### config.mk
export PLATFORM = sky130hd
export DESIGN_NAME = cma_ring
export DESIGN_NICKNAME = d
export VERILOG_FILES = /design/src/rtl/core/cma_pkg.sv /design/src/rtl/core/cma_ring.sv
export SDC_FILE = /design/constraint.sdc
export NUM_CORES = 1
export LEC_CHECK = 0
export ABC_AREA = 1
export BUFFER_PORTS_ARGS = -buffer_cell sky130_fd_sc_hd__buf_4
export CAP_MARGIN = 20
export CORE_UTILIZATION = 55
export CTS_BUF_LIST = sky130_fd_sc_hd__clkbuf_8
export CTS_CLUSTER_DIAMETER = 30
export CTS_CLUSTER_SIZE = 16
export DETAILED_ROUTE_END_ITERATION = 16
export GPL_TIMING_DRIVEN = 0
export MAX_ROUTING_LAYER = met4
export PLACE_DENSITY = 0.74
export SETUP_SLACK_MARGIN = 0.3
export SYNTH_ARGS = -nofsm -noshare
export SYNTH_HDL_FRONTEND = slang
export SYNTH_SLANG_ARGS = --single-unit
### constraint.sdc
create_clock -name clk -period 3.22 [get_ports clk]
set_clock_uncertainty 0.2 [all_clocks]
set_input_delay 0.322 -clock clk [delete_from_list [all_inputs] [get_ports clk]]
set_output_delay 0.322 -clock clk [all_outputs]
set_load 0.1 [all_outputs]
### src/rtl/core/cma_pkg.sv
// cma_pkg: shared widths, line lengths and tick periods of the cascaded averager
// depends on nothing; used by every file of the block except cma_checker
`default_nettype none

package cma_pkg;

  // sample and mean width
  localparam int DATA_W    = 32;
  // line length field: lengths up to 64
  localparam int MAX_LEN   = 64;
  localparam int LEN_W     = $clog2(MAX_LEN + 1);
  // running sum holds MAX_LEN full-scale samples plus sign
  localparam int SUM_W     = DATA_W + LEN_W;
  localparam int NUM_LINES = 5;
  localparam int LVL_W     = $clog2(NUM_LINES);

  // sum magnitude and the rounded-up reciprocal that gives an exact truncated mean
  localparam int MAG_W       = DATA_W + $clog2(MAX_LEN);
  localparam int RECIP_SHIFT = MAG_W + $clog2(MAX_LEN);
  localparam int RECIP_W     = RECIP_SHIFT + 1;

  // default line lengths
  localparam int BASE_LEN_DEF   = 5;
  localparam int SECOND_LEN_DEF = 10;
  localparam int THIRD_LEN_DEF  = 30;
  localparam int FOURTH_LEN_DEF = 30;
  localparam int FIFTH_LEN_DEF  = 20;

  // tick periods in ms
  localparam int TICK_MS          = 20;
  localparam int PERIOD_SECOND_MS = 100;
  localparam int PERIOD_FOURTH_MS = 1000;
  localparam int PERIOD_FIFTH_MS  = 30000;

  // nested period counts
  localparam int TICKS_SECOND      = PERIOD_SECOND_MS / TICK_MS;
  localparam int SECONDS_PER_FOURTH = PERIOD_FOURTH_MS / PERIOD_SECOND_MS;
  localparam int FOURTHS_PER_FIFTH  = PERIOD_FIFTH_MS / PERIOD_FOURTH_MS;

  localparam int CSEC_W   = $clog2(TICKS_SECOND);
  localparam int CFOUR_W  = $clog2(SECONDS_PER_FOURTH);
  localparam int CFIFTH_W = $clog2(FOURTHS_PER_FIFTH);

  // line indexes
  localparam logic [LVL_W-1:0] LVL_BASE   = LVL_W'(0);
  localparam logic [LVL_W-1:0] LVL_SECOND = LVL_W'(1);
  localparam logic [LVL_W-1:0] LVL_THIRD  = LVL_W'(2);
  localparam logic [LVL_W-1:0] LVL_FOURTH = LVL_W'(3);
  localparam logic [LVL_W-1:0] LVL_FIFTH  = LVL_W'(4);

  // ring buffer control from the sequencer
  typedef struct packed {
    logic rd_en;
    logic wr_en;
  } ring_ctl_t;

endpackage

`default_nettype wire

### src/rtl/core/cma_ring.sv
// cma_ring: one delay line as a circular memory with a registered read of the oldest entry
// depends on cma_pkg
`default_nettype none

module cma_ring #(
  parameter int DEPTH = cma_pkg::BASE_LEN_DEF
) (
  input  wire                                  clk,
  input  wire                                  rst_n,
  input  cma_pkg::ring_ctl_t                   ctl,
  input  wire logic signed [cma_pkg::DATA_W-1:0] wr_data,
  output logic signed [cma_pkg::DATA_W-1:0]     old_data
);

  localparam int PW = (DEPTH > 1) ? $clog2(DEPTH) : 1;
  localparam logic [PW-1:0] LAST = PW'(DEPTH - 1);

  logic signed [cma_pkg::DATA_W-1:0] mem [DEPTH];
  logic [PW-1:0] ptr_r, ptr_nxt;
  logic          full_r, full_nxt;
  logic signed [cma_pkg::DATA_W-1:0] rd_data_r;
  logic          rd_valid_r;

  // write pointer wraps over the line; full once every entry holds a sample
  always_comb begin
    ptr_nxt  = ptr_r;
    full_nxt = full_r;
    if (ctl.wr_en) begin
      if (ptr_r == LAST) begin
        ptr_nxt  = '0;
        full_nxt = 1'b1;
      end else begin
        ptr_nxt = ptr_r + PW'(1);
      end
    end
  end

  always_ff @(posedge clk) begin
    if (!rst_n) begin
      ptr_r      <= '0;
      full_r     <= 1'b0;
      rd_valid_r <= 1'b0;
    end else begin
      ptr_r  <= ptr_nxt;
      full_r <= full_nxt;
      if (ctl.rd_en) begin
        rd_valid_r <= full_r;
      end
    end
  end

  // memory write and registered read of the oldest slot
  always_ff @(posedge clk) begin
    if (ctl.wr_en) begin
      mem[ptr_r] <= wr_data;
    end
    if (ctl.rd_en) begin
      rd_data_r <= mem[ptr_r];
    end
  end

  // never-written slots read as zero
  assign old_data = rd_valid_r ? rd_data_r : '0;

endmodule

`default_nettype wire

==> key figures <==
Run status
  – Status: completed

Yosys
  – Area contributors post-synth: sky130_fd_sc_hd__edfxtp_1 (72%), sky130_fd_sc_hd__nand2_1 (9.5%), sky130_fd_sc_hd__inv_1 (7.6%)
  – Seq/Total Area, Yosys: 73.6%
  – Post-synthesis register bit count: 197
  – Synthesized area per cell: 11.3 µm²
  – Share of flip-flops with an asynchronous set or reset: 0%
  – Post-synth top area cell: sky130_fd_sc_hd__edfxtp_1
  – Top cells by instance count after synthesis: sky130_fd_sc_hd__nand2_1 (201), sky130_fd_sc_hd__edfxtp_1 (192), sky130_fd_sc_hd__inv_1 (161)
  – Synthesis warning total: 0
  – Count of flip-flops with a built-in enable after synthesis: 192
  – Most common cell in the synthesized netlist: sky130_fd_sc_hd__nand2_1
  – Area of the mapped netlist: 7970 µm²
  – Post-synth top area share: 72.4%
  – Cells after Synth: 703
  – Main synth FF type: sky130_fd_sc_hd__edfxtp_1
  – Number of different library cells in the post-synthesis netlist: 16
  – Total nets after synthesis: 741

GRT
  – Total global routing overflow: 0
  – GR Util All Layers: 25.0%
  – Maximum number of pins on one net before global-route repair: 35
  – Vias in the first global route: 5259
  – Global-route wire length before repair: 26.0 mm
  – Number of antenna violations at the first check in global routing: 0

Die
  – I/O pin cnt: 68
  – Effective utilization at floorplan: 57.0%
  – Width of the chip: 122 µm
  – Die ar.: 15000 µm²
  – Rows: 43
  – Placeable core region: 14000 µm²
  – Chip height: 122 µm

Cells and area
  – Area growth from synthesis to final layout: 20.6%
  – Filler Cells Inserted: 1021
  – Reg area: 5870 µm²
  – Fraction of layout cells with a size suffix above 1: 15.2%
  – Area of combinational cells with multiple inputs: 1380 µm²
  – # nets final: 867
  – Number of antenna diodes: 0
  – Post-Layout Inst Area: 9610 µm²

Critical path
  – Register-to-Register Setup Slack: 0.84 ns
  – Crit path required time: 2.70 ns
  – Count of cells along the worst register-to-register path: 5
  – Type of the worst setup path: register to output pin
  – Worst Path Arrival: 1.96 ns
  – CP endpoint kind: output pin
  – R2R Path Start: ptr_r[0]
  – Max FO, Critical Path: 10
  – Critical Path Start Type: register
  – R2r endpoint: mem[3][5]

STA
  – Transition time of the tightest slew-check pin: 0.677 ns
  – Count of endpoints failing hold in the final timing report: 0
  – Worst-case hold slack: 0.165 ns
  – Sum Neg Setup Slack: 0 ns
  – Max-slew violation count: 0
  – Endpoints failing setup: 0
  – Part of the cycle the worst path needs: 76.9%
  – Highest Clock Rate: 0.404 GHz
  – Setup repair after global routing missed its margin: false
  – Max transition margin: 54.8%
  – Minimum period implied by the final worst setup slack: 2.48 ns

Clock network
  – Cell chosen for the clock root: sky130_fd_sc_hd__clkbuf_8
  – Clock Sinks: 197
  – Buffer levels on the longest clock path: 2
  – Clock H-tree levels: 4
  – Number of buffers created by CTS: 17
  – Clock tree from TritonCTS: built
  – Clock edge transition at the registers on the reported setup and hold paths: 0.09 ns
  – Worst-Skew Late Latency: 0.46 ns

Hold path
  – Worst Hold Path EP: rd_data_r[24]
  – Number of cells on the worst hold path: 1
  – Hold Path Class: primary input to register
  – Worst hold start: ctl[1]

Route
  – Average wire per cell in the routed design: 16.1 µm
  – Total DRC errors in the routed layout: 0
  – Number of DRC violations after detailed-routing iteration 0: 476
  – DRT antenna net count: 0
  – Total wirelength of the detailed-routed design: 16.5 mm
  – Via density: 5.09
  – Length of the first detailed-routing pass in iterations: 7
  – Vias after detailed routing: 5198

Run
  – Max-cap violations: 0

Placement
  – Dpl cell area: 8860 µm²
  – RePlAce Congestion: 0.786
  – Port Buffers: 67
  – DPL Wire Length: 10.2 mm

Pwr
  – Power density over the cells: 539 nW/µm²
  – Maximum VDD drop: 0.000323 V
  – Leakage: 0.00429 µW
==> cells in the final DEF, fill, tap and decap left out <==
cell type                       netlist  final
sky130_fd_sc_hd__nand2_1            201    201
sky130_fd_sc_hd__edfxtp_1           192    192
sky130_fd_sc_hd__inv_1              161    164
sky130_fd_sc_hd__nand3_1             96     96
sky130_fd_sc_hd__buf_4                5     72
sky130_fd_sc_hd__dlygate4sd3_1        0     35
sky130_fd_sc_hd__clkbuf_8             0     17
sky130_fd_sc_hd__buf_2               15     15
sky130_fd_sc_hd__clkbuf_1             8      8
sky130_fd_sc_hd__nor2_4               2      7
sky130_fd_sc_hd__dfxtp_1              5      5
sky130_fd_sc_hd__bufinv_16            0      4
sky130_fd_sc_hd__inv_2                3      3
sky130_fd_sc_hd__clkinv_2             0      3
sky130_fd_sc_hd__buf_16               0      3
sky130_fd_sc_hd__o21ai_0              2      2
sky130_fd_sc_hd__nor2_1               7      2
sky130_fd_sc_hd__a21oi_1              2      2
sky130_fd_sc_hd__ha_1                 2      2
sky130_fd_sc_hd__clkinv_1             0      2
sky130_fd_sc_hd__buf_12               0      2
sky130_fd_sc_hd__xor2_1               1      1
sky130_fd_sc_hd__a21boi_0             1      1
sky130_fd_sc_hd__clkinv_4             0      1
sky130_fd_sc_hd__clkinvlp_4           0      1
==> critical path, cell delays in order (launching register included) <==
cell	delay, ns
sky130_fd_sc_hd__dfxtp_1	0.32
sky130_fd_sc_hd__clkbuf_1	0.25
sky130_fd_sc_hd__clkbuf_1	0.45
sky130_fd_sc_hd__nand2_1	0.12
sky130_fd_sc_hd__inv_1	0.08
sky130_fd_sc_hd__buf_4	0.28
==> cell type report <==
class | instances | area share, %
timing repair buffer | 107 | 10.2
buffer | 28 | 1.48
tap | 180 | 2.34
clock inverter | 14 | 1.77
clock buffer | 17 | 2.43
multi-input combinational | 314 | 14.4
inverter | 164 | 6.40
sequential | 197 | 61.0
==> cells by family after synthesis <==
kind of cell | share of synthesized area, %
xor gates and xnor gates | 0.110
adders and majority gates | 0.314
buffers and inverters | 9.51
DFF | 73.6
AOI/OAI and AO/OA | 0.345
and+or+nand+nor | 16.1
==> state kept, by name, summed over array words and instances (netlist names) <==
signal      flops
full_r          1
mem           160
ptr_r           3
rd_data_r      32
rd_valid_r      1
==> through the flow <==
| stage | power, µW | util, % | setup slack, ns | instances |
|---|---|---|---|---|
| 2_1_floorplan | 3380 | - | 0.400 | 703 |
| 3_3_place_gp | 3560 | 62.2 | -1.03 | 950 |
| 3_5_place_dp | 3600 | 63.3 | 0.830 | 955 |
| 6_report | 5180 | 68.7 | 0.743 | 1021 |
| 4_1_cts | 5200 | 68.7 | 0.692 | 1021 |
| 5_1_grt | 5360 | 68.7 | 0.579 | 1021 |
==> power by group <==
part / total [µW] / switching, µW / internal (µW)
clock network: 1610 / 787 / 824
registers: 2980 / 30.0 / 2950
logic: 593 / 410 / 183
==> worst max path at each step <==
stage	start	end	slack, ns	cells after the start
after floorplan	ptr_r[2]	mem[0][0]	0.40	5
after global placement	ptr_r[0]	mem[3][4]	-1.03	4
after detailed placement	ptr_r[0]	mem[3][5]	0.83	5
after CTS	rd_valid_r	old_data[30]	0.69	5
after global routing	rd_valid_r	old_data[29]	0.58	5
final	rd_valid_r	old_data[29]	0.74	5
==> metal layers <==
| metal | GRT usage (%) | up-vias | share of wire [%] |
|---|---|---|---|
| met5 | - | - | 0 |
| met4 | 11.9 | 0 | 2.0 |
| met3 | 5.07 | 29 | 6.6 |
| met2 | 41.2 | 206 | 52 |
| met1 | 29.5 | 2475 | 39 |
| li1 | - | 2488 | - |
==> timing repair <==
item	4_1_cts	5_1_grt
gates resized for setup	0	0
setup buffers	0	0
hold buffers	35	0
endpoints found under the hold margin	165	0
No activity file was read; power rests on OpenSTA's default activity.
